### src/atbm_ram.sv
// Generic single-port synchronous RAM with a registered read.
// Stand-alone; no package needed.
`timescale 1ns / 1ps

module atbm_ram #(
    parameter int WIDTH = 8,
    parameter int DEPTH = 256
) (
    input  logic                     clk,
    input  logic                     we,
    input  logic [$clog2(DEPTH)-1:0] addr,
    input  logic [WIDTH-1:0]         wdata,
    output logic [WIDTH-1:0]         rdata
);

    logic [WIDTH-1:0] mem [DEPTH];

    // Write the addressed entry; the read register takes its old value.
    always_ff @(posedge clk)
    begin
        if (we)
        begin
            mem[addr] <= wdata;
        end
        rdata <= mem[addr];
    end

endmodule

### config.mk
export PLATFORM = sky130hd
export DESIGN_NAME = atbm_ram
export DESIGN_NICKNAME = d
export VERILOG_FILES = /design/src/atbm_ram.sv
export SDC_FILE = /design/constraint.sdc
export NUM_CORES = 2
export LEC_CHECK = 0
export BUFFER_PORTS_ARGS = -buffer_cell sky130_fd_sc_hd__buf_4
export CORE_ASPECT_RATIO = 0.7
export CORE_MARGIN = 1
export CORE_UTILIZATION = 35
export CTS_BUF_LIST = sky130_fd_sc_hd__clkbuf_2 sky130_fd_sc_hd__clkbuf_4 sky130_fd_sc_hd__clkbuf_8
export DETAILED_ROUTE_END_ITERATION = 12
export PLACE_DENSITY = 0.58
export SLEW_MARGIN = 20
export SYNTH_ARGS = -nofsm -noshare
export SYNTH_HDL_FRONTEND = slang
export SYNTH_SLANG_ARGS = --single-unit
### constraint.sdc
create_clock -name clk -period 6.3 [get_ports clk]
set_clock_uncertainty 0.15 [all_clocks]
set_input_delay 0.315 -clock clk [delete_from_list [all_inputs] [get_ports clk]]
set_output_delay 0.315 -clock clk [all_outputs]
set_load 0.02 [all_outputs]
======== Word level (Yosys, flattened, before mapping) ========
Memories as Yosys holds them, arrays and structs flattened. A register that Yosys moved wholly into a read port is not among the register bits.
Cells that the tools add are included.
word-level totals
  word-level logic and storage cells ...... 3
  output and inout port bits .............. 8
  bits in registers ....................... 0
  memories ................................ 1
  bits of input ports ..................... 18
  memory bits (writable) .................. 2,048
cells by class
  multiplexer cells ....................... 2
memories
  memory  depth  bits a word  rd ports  clocked after memory_dff  write ports  line  source
  mem     256    8            1         1                         1            16    logic [WIDTH-1:0] mem [DEPTH];
operators by type and width
  cell     count
  $mux W1  2

======== Logic depth before layout (Yosys ltp) ========
  word-level depth ........................ 2
  mapped depth ............................ 10
  mapped depth without buffers ............ 5

======== Worst setup path before layout ========
No wires, ideal clock.
  path kind ............................... input-to-reg
  from .................................... in addr[1]
  to ...................................... mem mem[111][0], enable pin
  path buffers ............................ 5
  required time ........................... 5.780 ns
  stages on the path ...................... 9
  setup time .............................. 0.370 ns
  arrival ................................. 2.164 ns
  setup slack ............................. 3.616 ns
  cells stage by stage .................... buf_2 > clkbuf_1 > clkbuf_1 > nand2_1 > buf_2 > nor2_1 > nand2_1 > clkbuf_1 > nor2_1
RTL lines
  what                line  source
  start: declaration  11    input logic [$clog2(DEPTH)-1:0] addr,
  end: declaration    16
No word-level cell before the write port.

==> key figures <==
Floorplan
  – Die area: 0.226 mm2
  – Initial Util: 0.352
  – Die height: 398 um
  – IO Count: 26
  – Num rows: 145
  – CORE AREA: 0.223 mm2
  – Die W: 568 um

Min path
  – Hold path depth: 4
  – HP Start: addr[3]
  – Worst hold-check path type: in2reg
  – WHS Endpoint: mem[163][7]

Global routing
  – Met2 Use GR: 0.245
  – Total track usage: 0.174
  – Global-route wire length before repair: 285 mm
  – GR Util met3: 0.0524
  – Grt ovf: 0
  – Largest net degree at the start of global routing: 224
  – Vias in the first global route: 38,483
  – GR peak layer: met1
  – Initial antenna violation count: 13
  – Grt met1 use: 0.262

STA
  – Setup tns final: 0 ns
  – Relative slew margins: 0.202
  – Slew Limit Fails: 0
  – RSZ-0062 raised after global routing: false
  – Setup-failing EPs final: 0
  – Worst Tran Pin Value: 1.19 ns
  – Worst setup margin: 2.35 ns
  – Hold Vio Cnt, Final: 0
  – Fmax: 253 MHz
  – Final Cycle Share: 0.627
  – Post-layout min period: 3.95 ns

Synthesis
  – Most used DFF post-synth: edfxtp_1
  – Post-synthesis cell count: 3,547
  – Ys async rst share: 0
  – Yosys top cell by area: edfxtp_1
  – Synth Net Count: 3,565
  – Top post-synthesis cells by area: edfxtp_1 (78%), mux4_2 (15%), a22oi_1 (2.4%)
  – Post-synth cell types: 22
  – Top cells by count, synth: edfxtp_1 (2,048), mux4_2 (512), a22oi_1 (256)
  – EDFF count, synth: 2,048
  – Synthesized area: 0.0785 mm2
  – Synthesized flop and latch total: 2,056
  – Syn avg cell area: 22.1 um2
  – Top cell type's share of synthesized area: 0.783
  – Seq/Total Area, Yosys: 0.786
  – Cell with the most instances after synthesis: edfxtp_1
  – Warnings from Yosys: 0

Route
  – Drt via density: 5.51
  – Final wirelength: 199 mm
  – DRT iter0 DRCs: 4,547
  – DR vias: 38,194
  – DRT antenna net count: 0
  – DRC: 0
  – DR WL/cell: 28.7 um
  – Pre-antenna DRT Iters: 5

CTS
  – CTS Sinks: 2,056
  – Worst-path clk slew: 0.06 ns
  – Clock Path Buffers: 4
  – Root buffer cell: clkbuf_8
  – Worst skew pair latency: 0.94 ns
  – Total clock buffers created by CTS: 301
  – CTS tree: built
  – CTS H-Tree Depth: 5
  – Post-CTS Setup Bufs: 0

Run status
  – Status: finished, final reports clean

Cells and area
  – Fillers: 19,602
  – Multi-input combinational cell area: 0.0159 mm2
  – Layout cells sized above 1: 0.288
  – Nets: 3,780
  – Register area: 0.0617 mm2
  – Area delta synth->final: 12.9%
  – Post-Layout Cell Count: 6,931

Setup path
  – Worst EP arrival: 4.60 ns
  – Crit Path Class: in2reg
  – R2r startpoint: mem[11][0]
  – Worst Setup End Kind: register
  – FF-to-FF path depth: 6
  – R2R Setup Slk: 2.66 ns
  – Worst-path maximum fanout: 108
  – Worst r2r dst: rdata[0]
  – CP startpoint kind: input port
  – CP Data Required Time: 6.95 ns

Placed design
  – Placed cell count: 6,381
  – Detail Placement HPWL: 115 mm
  – Place WS: 1.93 ns
  – RePlAce Congestion: 0.785
  – Port Buffers: 25

Power and ir drop
  – VDD IR max: 0.187 mV
  – P_leak: 0.0266 uW
  – Pwr/cell area: 307 mW/mm2

Job
  – Max cap viols: 0
==> cell type report <==
type                    instances  area share
clock buffers                 405      0.0560
well taps                    2940      0.0415
diodes                          7    0.000198
flip-flops and latches       2056       0.696
clock inverters               120      0.0105
repair buffers                144      0.0165
multi-input cells            1258       0.180
inverters                       1   0.0000423
==> cell usage in the layout, fill, tap and decap left out, types with 2 or more instances in the layout <==
cell,synthesis,final
buf_8,0,10
dlygate4sd3_1,0,15
nor2_2,0,6
dfxtp_1,8,8
clkbuf_8,0,308
a22oi_1,256,256
nor2b_4,0,2
clkinvlp_4,0,7
nor3_1,30,27
nor3_2,0,3
edfxtp_1,2048,2048
nand2b_2,0,2
clkinv_1,0,54
nor2_1,232,225
o41ai_2,0,13
buf_16,0,3
nand4_1,8,8
buf_4,16,96
o41ai_1,32,19
nand3_2,0,3
clkbuf_4,0,97
inv_6,0,5
buf_12,0,17
diode_2,0,7
nand2b_1,6,4
inv_8,0,4
nor2b_1,7,4
mux4_2,512,512
a21oi_1,128,127
clkinv_8,0,3
nand3_1,13,10
bufinv_16,0,11
or2_2,2,2
inv_12,0,2
and2_1,3,2
nand2_1,28,27
clkinv_2,0,33
buf_2,36,2
==> routing by layer <==
layer,share of wire,vias to the layer above
met5,0.00023,-
met4,0.020,6
met3,0.10,269
met2,0.43,1807
met1,0.45,20566
li1,-,15546
==> flip-flops by register name, indices dropped and copies added, names as in the netlist <==
| signal | count |
|---|---|
| rdata | 8 |
| mem | 2048 |
==> timing repair <==
| action | CTS | global route |
|---|---|---|
| endpoints found under the hold margin | 704 | 8 |
| gates resized for setup | 0 | 0 |
| hold buffers | 14 | 1 |
==> worst max-delay path, cell delays in order <==
cell and delay [ns]:
buf_8 0.30, buf_12 0.56, mux4_2 0.61, a22oi_1 0.57, a21oi_1 0.31, o41ai_1 0.87, nand4_1 0.16, dlygate4sd3_1 0.60
==> kinds of logic after synthesis <==
kind of cell / share of synthesized area
simple gates: 0.0173
flops: 0.786
compound gates: 0.0362
buf+inv: 0.0140
mux: 0.147
==> worst max path at each step <==
stage / start / end / slack, ns / cells after the start
3_5_place_dp: addr[0] / rdata[6] / 1.93 / 8
4_1_cts: addr[2] / rdata[0] / 2.52 / 9
2_1_floorplan: addr[1] / mem[111][0] / 3.62 / 9
5_1_grt: addr[0] / rdata[0] / 2.24 / 8
6_report: addr[0] / rdata[0] / 2.35 / 8
3_3_place_gp: addr[0] / rdata[0] / 1.32 / 7
==> where the power goes <==
part | internal (uW) | total, uW | switching [uW]
registers | 15100 | 15100 | 22.2
logic | 439 | 1290 | 848
clock network | 5620 | 10800 | 5190
total | 21100 | 27200 | 6060
==> metrics by stage <==
stage,util,total power [uW],area (um2),hold slack (ns)
after floorplan,-,16100,78500,0.264
after global placement,0.369,16700,82400,0.549
after detailed placement,0.370,16700,82500,0.544
after CTS,0.397,27400,88500,0.0259
after global routing,0.397,28000,88600,0.0771
final,0.398,27200,88600,0.151
Power figures use the tool's default switching activity.
