`src/atbm_pkg.sv`:
```
// Package for the angle template matcher: sizes, derived widths, status codes
// and the request/response words of the shared divider.
// Used by the top level and the divider; depends on nothing.
`timescale 1ns / 1ps

package atbm_pkg;

    // Capacity of the template store.
    localparam int MAX_TEMPLATES = 64;
    localparam int MAX_GROUPS    = 8;
    localparam int MAX_ANGLES    = 32;

    // Widths that follow from the capacity.
    localparam int TW      = $clog2(MAX_TEMPLATES);      // template index
    localparam int TCNT_W  = $clog2(MAX_TEMPLATES + 1);  // template count
    localparam int GW      = $clog2(MAX_GROUPS);         // group index
    localparam int GCNT_W  = $clog2(MAX_GROUPS + 1);     // group count
    localparam int AW      = $clog2(MAX_ANGLES);         // angle position
    localparam int SIZE_W  = $clog2(MAX_ANGLES + 1);     // group size
    localparam int COUNT_W = $clog2(MAX_ANGLES * MAX_ANGLES + 1);
    localparam int FRAC_W  = 16;
    localparam int DIVD_W  = COUNT_W + FRAC_W;           // dividend and sum
    localparam int DIVS_W  = SIZE_W;                     // divisor
    localparam int DCNT_W  = $clog2(DIVD_W + 1);

    // Field widths.
    localparam int ANGLE_W = 10;
    localparam int ID_W    = 16;
    localparam int SCORE_W = 22;
    localparam int THR_W   = 10;

    localparam logic [THR_W-1:0] THRESHOLD_RESET = THR_W'(4);
    localparam logic [ID_W-1:0]  NO_MATCH_ID     = ID_W'(1000);

    // Result status codes.
    localparam logic [1:0] STAT_STORED = 2'd0;
    localparam logic [1:0] STAT_FULL   = 2'd1;
    localparam logic [1:0] STAT_ANSWER = 2'd2;

    // Request type codes.
    localparam logic REQ_STORE = 1'b0;
    localparam logic REQ_QUERY = 1'b1;

    typedef struct packed {
        logic              start;
        logic [DIVD_W-1:0] dividend;
        logic [DIVS_W-1:0] divisor;
    } div_req_t;

    typedef struct packed {
        logic              done;
        logic [DIVD_W-1:0] quotient;
    } div_rsp_t;

endpackage

```
`src/atbm_div.sv`:
```
// Restoring divider, one quotient bit per cycle, shared by the group and
// template score divisions. Depends on atbm_pkg.
`timescale 1ns / 1ps

module atbm_div (
    input  logic              clk,
    input  logic              rst_n,
    input  atbm_pkg::div_req_t req,
    output atbm_pkg::div_rsp_t rsp
);

    logic                        run_reg;
    logic [atbm_pkg::DCNT_W-1:0] cnt_reg;
    logic [atbm_pkg::DIVS_W-1:0] rem_reg;
    logic [atbm_pkg::DIVD_W-1:0] quo_reg;
    logic [atbm_pkg::DIVS_W-1:0] dvs_reg;
    logic                        done_reg;
    logic [atbm_pkg::DIVS_W:0]   trial;
    logic                        fits;

    // One trial subtraction of the shifted remainder.
    always_comb
    begin
        trial = {rem_reg, quo_reg[atbm_pkg::DIVD_W-1]};
        fits  = trial >= {1'b0, dvs_reg};
    end

    always_ff @(posedge clk or negedge rst_n)
    begin
        if (!rst_n)
        begin
            run_reg  <= 1'b0;
            cnt_reg  <= '0;
            done_reg <= 1'b0;
        end
        else
        begin
            done_reg <= 1'b0;
            if (req.start)
            begin
                run_reg <= 1'b1;
                cnt_reg <= atbm_pkg::DCNT_W'(atbm_pkg::DIVD_W);
            end
            else if (run_reg)
            begin
                cnt_reg <= cnt_reg - 1'b1;
                if (cnt_reg == atbm_pkg::DCNT_W'(1))
                begin
                    run_reg  <= 1'b0;
                    done_reg <= 1'b1;
                end
            end
        end
    end

    // Datapath: load on start, then shift one bit in per cycle.
    always_ff @(posedge clk)
    begin
        if (req.start)
        begin
            rem_reg <= '0;
            quo_reg <= req.dividend;
            dvs_reg <= req.divisor;
        end
        else if (run_reg)
        begin
            if (fits)
            begin
                rem_reg <= atbm_pkg::DIVS_W'(trial - {1'b0, dvs_reg});
            end
            else
            begin
                rem_reg <= trial[atbm_pkg::DIVS_W-1:0];
            end
            quo_reg <= {quo_reg[atbm_pkg::DIVD_W-2:0], fits};
        end
    end

    assign rsp.done     = done_reg;
    assign rsp.quotient = quo_reg;

endmodule
```
`config.mk`:
```
export PLATFORM = sky130hd
export DESIGN_NAME = atbm_div
export DESIGN_NICKNAME = d
export VERILOG_FILES = /design/src/atbm_pkg.sv /design/src/atbm_div.sv
export SDC_FILE = /design/constraint.sdc
export NUM_CORES = 1
export LEC_CHECK = 0
export ABC_AREA = 1
export BUFFER_PORTS_ARGS = -buffer_cell sky130_fd_sc_hd__buf_2
export CELL_PAD_IN_SITES_DETAIL_PLACEMENT = 0
export CELL_PAD_IN_SITES_GLOBAL_PLACEMENT = 2
export CORE_MARGIN = 4
export CORE_UTILIZATION = 33
export CTS_BUF_LIST = sky130_fd_sc_hd__clkbuf_16
export DETAILED_ROUTE_END_ITERATION = 10
export PLACE_DENSITY = 0.88
export SETUP_SLACK_MARGIN = 0.5
export SLEW_MARGIN = 40
export SYNTH_ARGS = -nofsm -noshare
export SYNTH_HDL_FRONTEND = slang
export SYNTH_SLANG_ARGS = --single-unit
```
`constraint.sdc`:
```
create_clock -name clk -period 3.35 [get_ports clk]
set_input_delay 0.335 -clock clk [delete_from_list [all_inputs] [get_ports clk]]
set_output_delay 0.335 -clock clk [all_outputs]
set_load 0.05 [all_outputs]
```
* After elaboration in Yosys (flattened, before gate mapping)
Cells that the tools add are included.
** Cells by class
- Add/sub/neg operators :: 2
- Magnitude comparators :: 1
- Eq/ne operators :: 1
- Multiplexer cells :: 11
- Reductions and logical operators :: 1
** Operator list (count)
- 27-bit two-way mux :: 2
- 5-bit two-way mux :: 2
- 7-bit by 6-bit greater-or-equal comparator with 1-bit output :: 1
- 1-bit two-way mux :: 6
- 6-bit two-way mux :: 1
- 6-bit subtractor :: 1
- 5-bit by 1-bit == test with 1-bit output, second input constant :: 1
- 5-bit by 1-bit subtractor with 5-bit output, second input constant :: 1
- 2-bit nonzero test :: 1
** Word-level totals
- Register bits after elaboration :: 46

* Depth between registers and ports, before layout
Gate-level depths: netlist (run 1).
- Word-level depth :: 4
- Depth in mapped cells :: 11

* Worst setup path after synthesis (run 1)
No wires, ideal clock.
- Path type :: register to register
- Start :: register quo_reg[26] (netlist bit)
- End :: register rem_reg[4] (netlist bit)
- Library setup time :: 0.120 ns
- Data arrival time :: 1.814 ns
- Path slack :: 1.416 ns
- Cell stages (with the launch flop) :: 10
- Path through :: edfxtp_1 > inv_1 > ha_1 > fa_1 > o21ai_0 > nand2_1 > nand2_1 > nand2_1 > nand2_1 > o21bai_2
** Between the ends
- Longest elaborated chain between the ends :: 2
** RTL lines
- start: declaration :: RTL line atbm_div.sv:15 : logic [atbm_pkg::DIVD_W-1:0] quo_reg;
- start signal: assignment :: RTL line atbm_div.sv:62 : quo_reg <= req.dividend;
- start signal: assignment :: RTL line atbm_div.sv:75 : quo_reg <= {quo_reg[atbm_pkg::DIVD_W-2:0], fits};
- 6-bit subtractor or 7-bit by 6-bit greater-or-equal comparator with 1-bit output (tied branches) :: RTL line atbm_div.sv:69, atbm_div.sv:25
- 6-bit two-way mux (*) :: RTL line atbm_div.sv:67 : if (fits)
- end signal: assignment :: RTL line atbm_div.sv:69 : rem_reg <= atbm_pkg::DIVS_W'(trial - {1'b0, dvs_reg});
- end signal: assignment :: RTL line atbm_div.sv:73 : rem_reg <= trial[atbm_pkg::DIVS_W-1:0];
- end: declaration :: RTL line atbm_div.sv:14 : logic [atbm_pkg::DIVS_W-1:0] rem_reg;
Mark *: on every way between the ends. The rest lies on a longest branch, timed or not.
A chain may end at the register's enable or synchronous reset.

* Final worst setup path (run 1)
- Start :: register dvs_reg[4] (netlist bit)
- End :: register quo_reg[0] (netlist bit) (data pin)
** Between the ends
- Longest elaborated chain between the ends :: 3
** RTL lines
- start: declaration :: RTL line atbm_div.sv:16 : logic [atbm_pkg::DIVS_W-1:0] dvs_reg;
- start signal: assignment :: RTL line atbm_div.sv:63 : dvs_reg <= req.divisor;
- 7-bit by 6-bit greater-or-equal comparator with 1-bit output :: RTL line atbm_div.sv:25 : fits = trial >= {1'b0, dvs_reg};
- 27-bit two-way mux :: RTL line atbm_div.sv:65 : else if (run_reg)
- 27-bit two-way mux :: RTL line atbm_div.sv:59 : if (req.start)
Every way passes these cells. The select of a mux whose other input is x is not followed.

==> metrics.csv, run 1 <==
stage,metric,value,unit
pwr,Pwr per Cell Area,721.9,nW/um^2
logic_synthesis,largest family of logic cells by synthesized area,simple AND/OR/NAND/NOR gates,
global_routing,initial antenna violation count,0,
critical_path,Worst EP required,3370,ps
run_status,status,"finished, final reports clean",
global_routing,grt met3 use,4.060,%
timing,worst setup slack after layout,1702,ps
detailed_routing,final antenna-violating net count,0,
detailed_routing,DR iter-0 viols,111,
critical_path,CP max FO,6,
placed_design,half-perimeter wire length after placement,3593,um
clock_tree,Root Buffer,clkbuf_16,
clock_tree,CTS buffer count,5,
logic_synthesis,simple-gate share of the synthesized area,27.34,%
critical_path,cell mode on critical path,nand2_1,
timing,setup TNS,0,ps
logic_synthesis,Synth area leader,edfxtp_1,
timing,Final Max Slew Viols,0,
floorplan,core region area,6756,um^2
critical_path,worst-path cell chain,inv_1 -> ha_1 -> nand2_1 -> nand2_1 -> nand2_1 -> nand2_1 -> a21oi_2 -> a31oi_1,
global_routing,largest net degree at the start of global routing,31,
logic_synthesis,post-synthesis mux area share,0,%
timing,Setup Skew,8.083,ps
timing,Slew HR,61.64,%
floorplan,Initial Util,33.87,%
logic_synthesis,Synth Cell Area,2288,um^2
clock_tree,Clock Sinks,46,
clock_tree,Worst-path clk slew,70,ps
detailed_routing,via count,1790,
logic_synthesis,Yosys top cell area share,43.30,%
logic_synthesis,"Seq/Total Area, Yosys",56.21,%
logic_synthesis,Synth Area in Compound Gates,4.155,%
clock_tree,later-pin clock latency in the skew report,290,ps
finish,# fillers,689,
placed_design,"Cell Area, Placed",2685,um^2
logic_synthesis,top post-synthesis cells by area,"edfxtp_1 43%, nand2_1 18%, dfrtp_1 7.7%",
clock_tree,Max Buffers Root-to-Sink,2,
clock_tree,CTS tree,yes,
timing,"Hold Vio Cnt, Final",0,
floorplan,Core Rows,30,
global_routing,first-pass GRT wire length,8452,um
timing,period utilisation layout,49.19,%
placed_design,port bufs,63,
clock_tree,hold bufs inserted after CTS,1,
timing,RSZ-0062 raised after global routing,no,
critical_path,CP arrival,1670,ps
clock_tree,"Setup Fix Bufs, Post-CTS",0,
logic_synthesis,total of warnings raised by yosys,0,
clock_tree,H-tree depth,2,
detailed_routing,DR WL/cell,12.29,um
finish,"Net count, final",364,
placed_design,GP Congestion,0.7968,
finish,n_diodes,0,
logic_synthesis,Synth Area in Adders,5.796,%
critical_path,crit path kind,reg -> reg,
logic_synthesis,Unique masters post-synth,30,
placed_design,"worst slack, placed",1557,ps
finish,max FFs per register,27,
clock_tree,PostCTS Resize Cnt,0,
placed_design,Placed Cells,390,
detailed_routing,DR DRC count,0,
floorplan,Die X-Extent,91.28,um
global_routing,GR peak layer,met2,
critical_path,element type at the critical path end,flip-flop,
global_routing,all-layer global routing usage,12.89,%
timing,f_max,606.8,MHz
global_routing,GR Overflow Total,0,
floorplan,die height,91.28,um
timing,minimum clock period,1648,ps
job,max_cap viols,0,
worst_hold_path,Worst Hold Class,in -> reg,
logic_synthesis,syn_nets,298,
pwr,Leak Pwr,0.001500,uW
detailed_routing,first drt pass iteration count,4,
logic_synthesis,xor/xnor share of the synthesized area,0.7654,%
global_routing,vias in the first global route,1767,
global_routing,routing usage on met2,19.13,%
detailed_routing,final WL,4904,um
timing,Slew @ Worst Pin,573.3,ps
pwr,Final Power,2086,uW
floorplan,Die Area,8331,um^2
logic_synthesis,Syn Inst Count,252,
timing,"Setup violations, final",0,
logic_synthesis,Synth Register Bits,46,
critical_path,max incr delay on CP,360,ps
global_routing,met1 Use GR,17.83,%
critical_path,slowest CP cell,edfxtp_1,
finish,Final Cell Area,2889,um^2
pwr,peak supply drop,0.3341,mV
floorplan,I/O Pins,64,
detailed_routing,vias per cell,4.486,
finish,layout cells sized above 1,27.27,%
logic_synthesis,synthesized area per cell,9.081,um^2
finish,layout overhead on the synthesized area,26.24,%
critical_path,Critical Path Source Type,flip-flop,
finish,Post-Layout Cell Count,399,
stage by stage:
| stage | hold WS (ps) | utilization [%] |
|---|---|---|
| final | 227.0 | 42.76 |
| after global routing | 213.0 | 42.76 |
| after CTS | 221.1 | 42.76 |
| after detailed placement | 179.6 | 39.74 |
| after global placement | 176.5 | 39.74 |
| after floorplan | 39.41 | - |
layout by cell type, fill, tap and decap left out, types with 2 or more instances in the layout:
cell and count:
a21oi_1 4, a21oi_2 2, buf_2 63, buf_4 2
bufinv_16 2, clkbuf_16 5, dfrtp_1 7, dfxtp_1 6
edfxtp_1 33, ha_1 9, inv_1 23, inv_2 3
nand2_1 111, nand2_2 2, nand2_4 2, nand3_1 11
nand3b_1 2, nand4_1 2, nor2_1 12, o21ai_0 5
worst paths after layout:
kind | from | endpoint | slack, ps | cells past startpoint
setup / recovery | dvs_reg[4] | quo_reg[0] | 1700 | 8
hold / removal | req[5] | dvs_reg[5] | 230 | 1
setup reg to reg | dvs_reg[4] | quo_reg[0] | 1700 | 8
hold reg to reg | rem_reg[5] | rem_reg[5] | 470 | 2
max in group asynchronous | rst_n | cnt_reg[1] | 2790 | 2
min in group asynchronous | rst_n | cnt_reg[4] | 410 | 2
layout make-up:
class | instances | area (um^2) | area share [%]
clock buffers | 5 | 125.1 | 4.331
clock inverters | 3 | 68.82 | 2.382
inverters | 26 | 97.59 | 3.378
multi-input cells | 173 | 870.8 | 30.14
flip-flops and latches | 46 | 1286 | 44.52
well taps | 80 | 100.1 | 3.465
repair buffers | 66 | 340.3 | 11.78
cells by family (layout without fill, tap and decap cells):
logic type                 Yosys count  in the layout
xor gates and xnor gates             2              2
and+or+nand+nor                    146            146
AOI/OAI and AO/OA                   15             15
adders and majority gates           10             10
buffers and inverters               33            100
DFF                                 46             46
where the power goes:
group	leakage (uW)	internal (uW)	switching (uW)
registers	0.000480	700	50.1
logic	0.000926	237	463
clock network	0.0000940	428	207
per-layer routing:
metal	wire, um	vias to the layer above
li1	-	938
met1	2442	799
met2	2114	46
met3	275	7
met4	71	0
met5	0	-
critical path: cells and delay by family (launching register included):
kind	cells	cell delay, ps
flip-flops	1	360
adder cells (fa/ha/maj)	1	260
buffers and inverters	1	70
AND/OR/NAND/NOR	4	300
AO/OA/AOI/OAI	2	390
cell usage after synthesis:
cell type,instances
a22oi_1,1
nor2_2,1
and3_4,1
dfrtp_1,7
edfxtp_1,33
fa_1,1
o211ai_1,1
o21bai_2,1
a21oi_1,4
o21ai_0,5
buf_4,1
clkbuf_1,3
xnor2_1,1
buf_2,3
nor2_1,12
nand3_4,1
inv_1,24
xor2_1,1
nand2_2,2
nand2_1,111
a31oi_1,1
nor2_4,1
nand2_4,2
ha_1,9
inv_2,2
nand3_1,11
a21oi_2,2
dfxtp_1,6
nand4_1,2
nand3b_1,2
Note: power is estimated with default switching activity, not from simulation.
==> inputs of run 2 (changes only) <==
--- a/config.mk
+++ b/config.mk
@@ -10,10 +10,10 @@
 export CELL_PAD_IN_SITES_DETAIL_PLACEMENT = 0
 export CELL_PAD_IN_SITES_GLOBAL_PLACEMENT = 2
 export CORE_MARGIN = 4
-export CORE_UTILIZATION = 33
+export CORE_UTILIZATION = 30
 export CTS_BUF_LIST = sky130_fd_sc_hd__clkbuf_16
 export DETAILED_ROUTE_END_ITERATION = 10
-export PLACE_DENSITY = 0.88
+export PLACE_DENSITY = 0.81
 export SETUP_SLACK_MARGIN = 0.5
 export SLEW_MARGIN = 40
 export SYNTH_ARGS = -nofsm -noshare
==> constraint.sdc (replaced) <==
create_clock -name clk -period 1.6 [get_ports clk]
set_input_delay 0.16 -clock clk [delete_from_list [all_inputs] [get_ports clk]]
set_output_delay 0.16 -clock clk [all_outputs]
set_load 0.05 [all_outputs]
==> run 2 against run 1 <==
Compared with the run above:
- fmax up 7.2%
- largest power group is now combinational cells
- core utilization up 3.9 points
- worst hold slack worse by 180 ps
- final cell count up 12%
- combinational power rose to 2.8 times the previous value
==> metrics.csv, run 2 (synthesized netlist as in run 1, its figures left out) <==
stage,metric,value,unit,change
timing,"Setup violations, final",0,,unchanged
clock_tree,Clock Sinks,46,,unchanged
critical_path,worst path bufs/invs,0,,-1
floorplan,I/O Pins,64,,unchanged
placed_design,Placed Cells,415,,+6.4%
critical_path,Worst EP required,1820,ps,-1550 ps
finish,# fillers,731,,+6.1%
critical_path,CP arrival,1750,ps,+80 ps
critical_path,reg2reg setup slack,60,ps,-1640 ps
finish,"most common cell after layout, fill and taps aside",nand2_1,,
critical_path,crit path kind,reg -> reg,,
finish,max FFs per register,27,,unchanged
critical_path,slowest CP cell,edfxtp_1,,
critical_path,cell mode on critical path,nand2_1,,
critical_path,CP max FO,3,,-3
timing,Final Max Slew Viols,0,,unchanged
floorplan,Core Rows,31,,+3.3%
detailed_routing,vias per cell,4.321,,-3.7%
critical_path,Critical Path Source Type,flip-flop,,
global_routing,initial antenna violation count,0,,unchanged
detailed_routing,via count,1923,,+7.4%
finish,n_diodes,0,,unchanged
floorplan,Initial Util,31.22,%,-2.7 points
finish,Post-Layout Cell Count,445,,+12%
finish,most frequent cells in the layout,"103 x nand2_1, 41 x buf_2, 33 x edfxtp_1, 33 x buf_4, 16 x inv_1",,
global_routing,first-pass GRT wire length,9432,um,+12%
finish,total area of sequential cells,1287,um^2,about the same
clock_tree,H-tree depth,2,,unchanged
detailed_routing,DR DRC count,0,,unchanged
finish,area of the multi-input gates,1040,um^2,+19%
timing,Slew @ Worst Pin,346.1,ps,-227.2 ps
worst_hold_path,Worst Hold Class,in -> reg,,
clock_tree,later-pin clock latency in the skew report,290,ps,about the same
run_status,status,"finished, final reports clean",,
job,max_cap viols,0,,unchanged
global_routing,largest net degree at the start of global routing,31,,unchanged
global_routing,all-layer global routing usage,13.62,%,+0.73 points
critical_path,reg2reg path depth,7,,-1
detailed_routing,final WL,5774,um,+18%
pwr,Leak Pwr,0.001676,uW,+12%
detailed_routing,final antenna-violating net count,0,,unchanged
timing,period utilisation layout,96.10,%,+47 points
clock_tree,Root Buffer,clkbuf_16,,
clock_tree,CTS tree,yes,,
clock_tree,Worst-path clk slew,60,ps,about the same
critical_path,reg2reg start,dvs_reg[0],,
detailed_routing,DR WL/cell,12.98,um,+5.6%
timing,RSZ-0062 raised after global routing,yes,,
placed_design,GP Congestion,0.7518,,-5.6%
critical_path,end of the critical path,rem_reg[4],,
finish,"Net count, final",391,,+7.4%
clock_tree,Max Buffers Root-to-Sink,2,,unchanged
placed_design,"worst slack, placed",-31.07,ps,-1588 ps
global_routing,GR Overflow Total,0,,unchanged
critical_path,element type at the critical path end,flip-flop,,
clock_tree,CTS buffer count,5,,unchanged
critical_path,critical register-to-register path endpoint,rem_reg[4],,
floorplan,core region area,7331,um^2,+8.5%
finish,layout cells sized above 1,41.33,%,+14 points
critical_path,max incr delay on CP,410,ps,+50 ps
critical_path,Top Family by Delay on Critical Path,adder cells,,
timing,minimum clock period,1538,ps,-110.2 ps
timing,f_max,650.3,MHz,+7.2%
critical_path,worst-path cell chain,ha_2 -> fa_2 -> o211ai_1 -> nand2_1 -> nand2_1 -> nand2_1 -> o21bai_2,,
global_routing,vias in the first global route,1955,,+11%
placed_design,half-perimeter wire length after placement,3837,um,+6.8%
critical_path,Setup crit start,dvs_reg[0],,
finish,layout overhead on the synthesized area,49.48,%,
timing,setup TNS,0,ps,unchanged
timing,"Hold Vio Cnt, Final",0,,unchanged
floorplan,Die Area,9090,um^2,+9.1%
timing,Slew HR,76.93,%,+15 points
critical_path,Levels on crit path,7,,-1
floorplan,Die X-Extent,95.34,um,+4.5%
detailed_routing,DR iter-0 viols,88,,-21%
floorplan,die height,95.34,um,+4.5%
timing,Setup Skew,7.560,ps,-0.5224 ps
placed_design,port bufs,63,,unchanged
timing,Fin Hold WS,46.34,ps,-180.7 ps
timing,worst setup slack after layout,62.32,ps,-1640 ps
pwr,Pwr per Cell Area,1340,nW/um^2,+86%
pwr,peak supply drop,0.4556,mV,+36%
detailed_routing,first drt pass iteration count,4,,unchanged
## run 2: cell types whose count changed in the layout (fill, tap and decap cells not counted), moves of 8 or more
cell and change:
buf_2 -22, buf_4 +31, nand2_1 -8, buf_6 +13
## run 2: timing repair
| action | 4_1_cts | 5_1_grt |
|---|---|---|
| buffers inserted | 13 | 5 |
| endpoints found under the hold margin | 7 | 0 |
| cloned | 3 | 0 |
| gates resized for setup | 33 | 64 |
| hold buffers | 1 | 0 |
| endpoints found under the setup margin | 40 | 59 |
| pin swaps | 6 | 12 |
## run 2: how the worst min path moves through the flow
stage | start | end | slack (ps) | cells past startpoint
after floorplan | rst_n | cnt_reg[0] | -140 | 0
after detailed placement | rst_n | cnt_reg[4] | 6 | 1
after global placement | rst_n | cnt_reg[4] | 5 | 1
final | req[3] | dvs_reg[3] | 50 | 1
after CTS | req[2] | dvs_reg[2] | 40 | 1
after global routing | req[3] | dvs_reg[3] | 40 | 1
## run 2: layout make-up
type,instances,area share (%)
inverter,26,2.963
tap,99,3.621
timing repair buffer,93,21.25
clock buffer,5,3.658
sequential,46,37.64
multi-input combinational,173,30.40
clock inverter,3,0.4755
## run 2: metal layers
metal | vias up | track usage [%] | part of all wire, %
li1 | 999 | - | -
met5 | - | 0 | 0
met3 | 6 | 5.841 | 8.7
met4 | 0 | 4.327 | 1.1
met2 | 52 | 20.76 | 45
met1 | 866 | 17.39 | 45
## run 2: worst register-to-register path, stage by stage (launching register included)
cell      delay, ps
edfxtp_1        410
ha_2            200
fa_2            400
o211ai_1        170
nand2_1          70
nand2_1          60
nand2_1          60
o21bai_2        100
## run 2: through the flow
stage / area [um^2] / total power (uW) / util [%]
CTS: 3238 / 4426 / 44.17
global placement: 2775 / 3165 / 37.86
detailed placement: 2775 / 3161 / 37.86
finish: 3421 / 4585 / 46.66
global route: 3421 / 4905 / 46.66
floorplan: 2310 / 2771 / -
## run 2: power by group
group	total [uW]	internal (uW)	switching, uW
combinational	1960	828	1130
sequential	1620	1470	154
clock	1000	573	428
total	4580	2870	1710
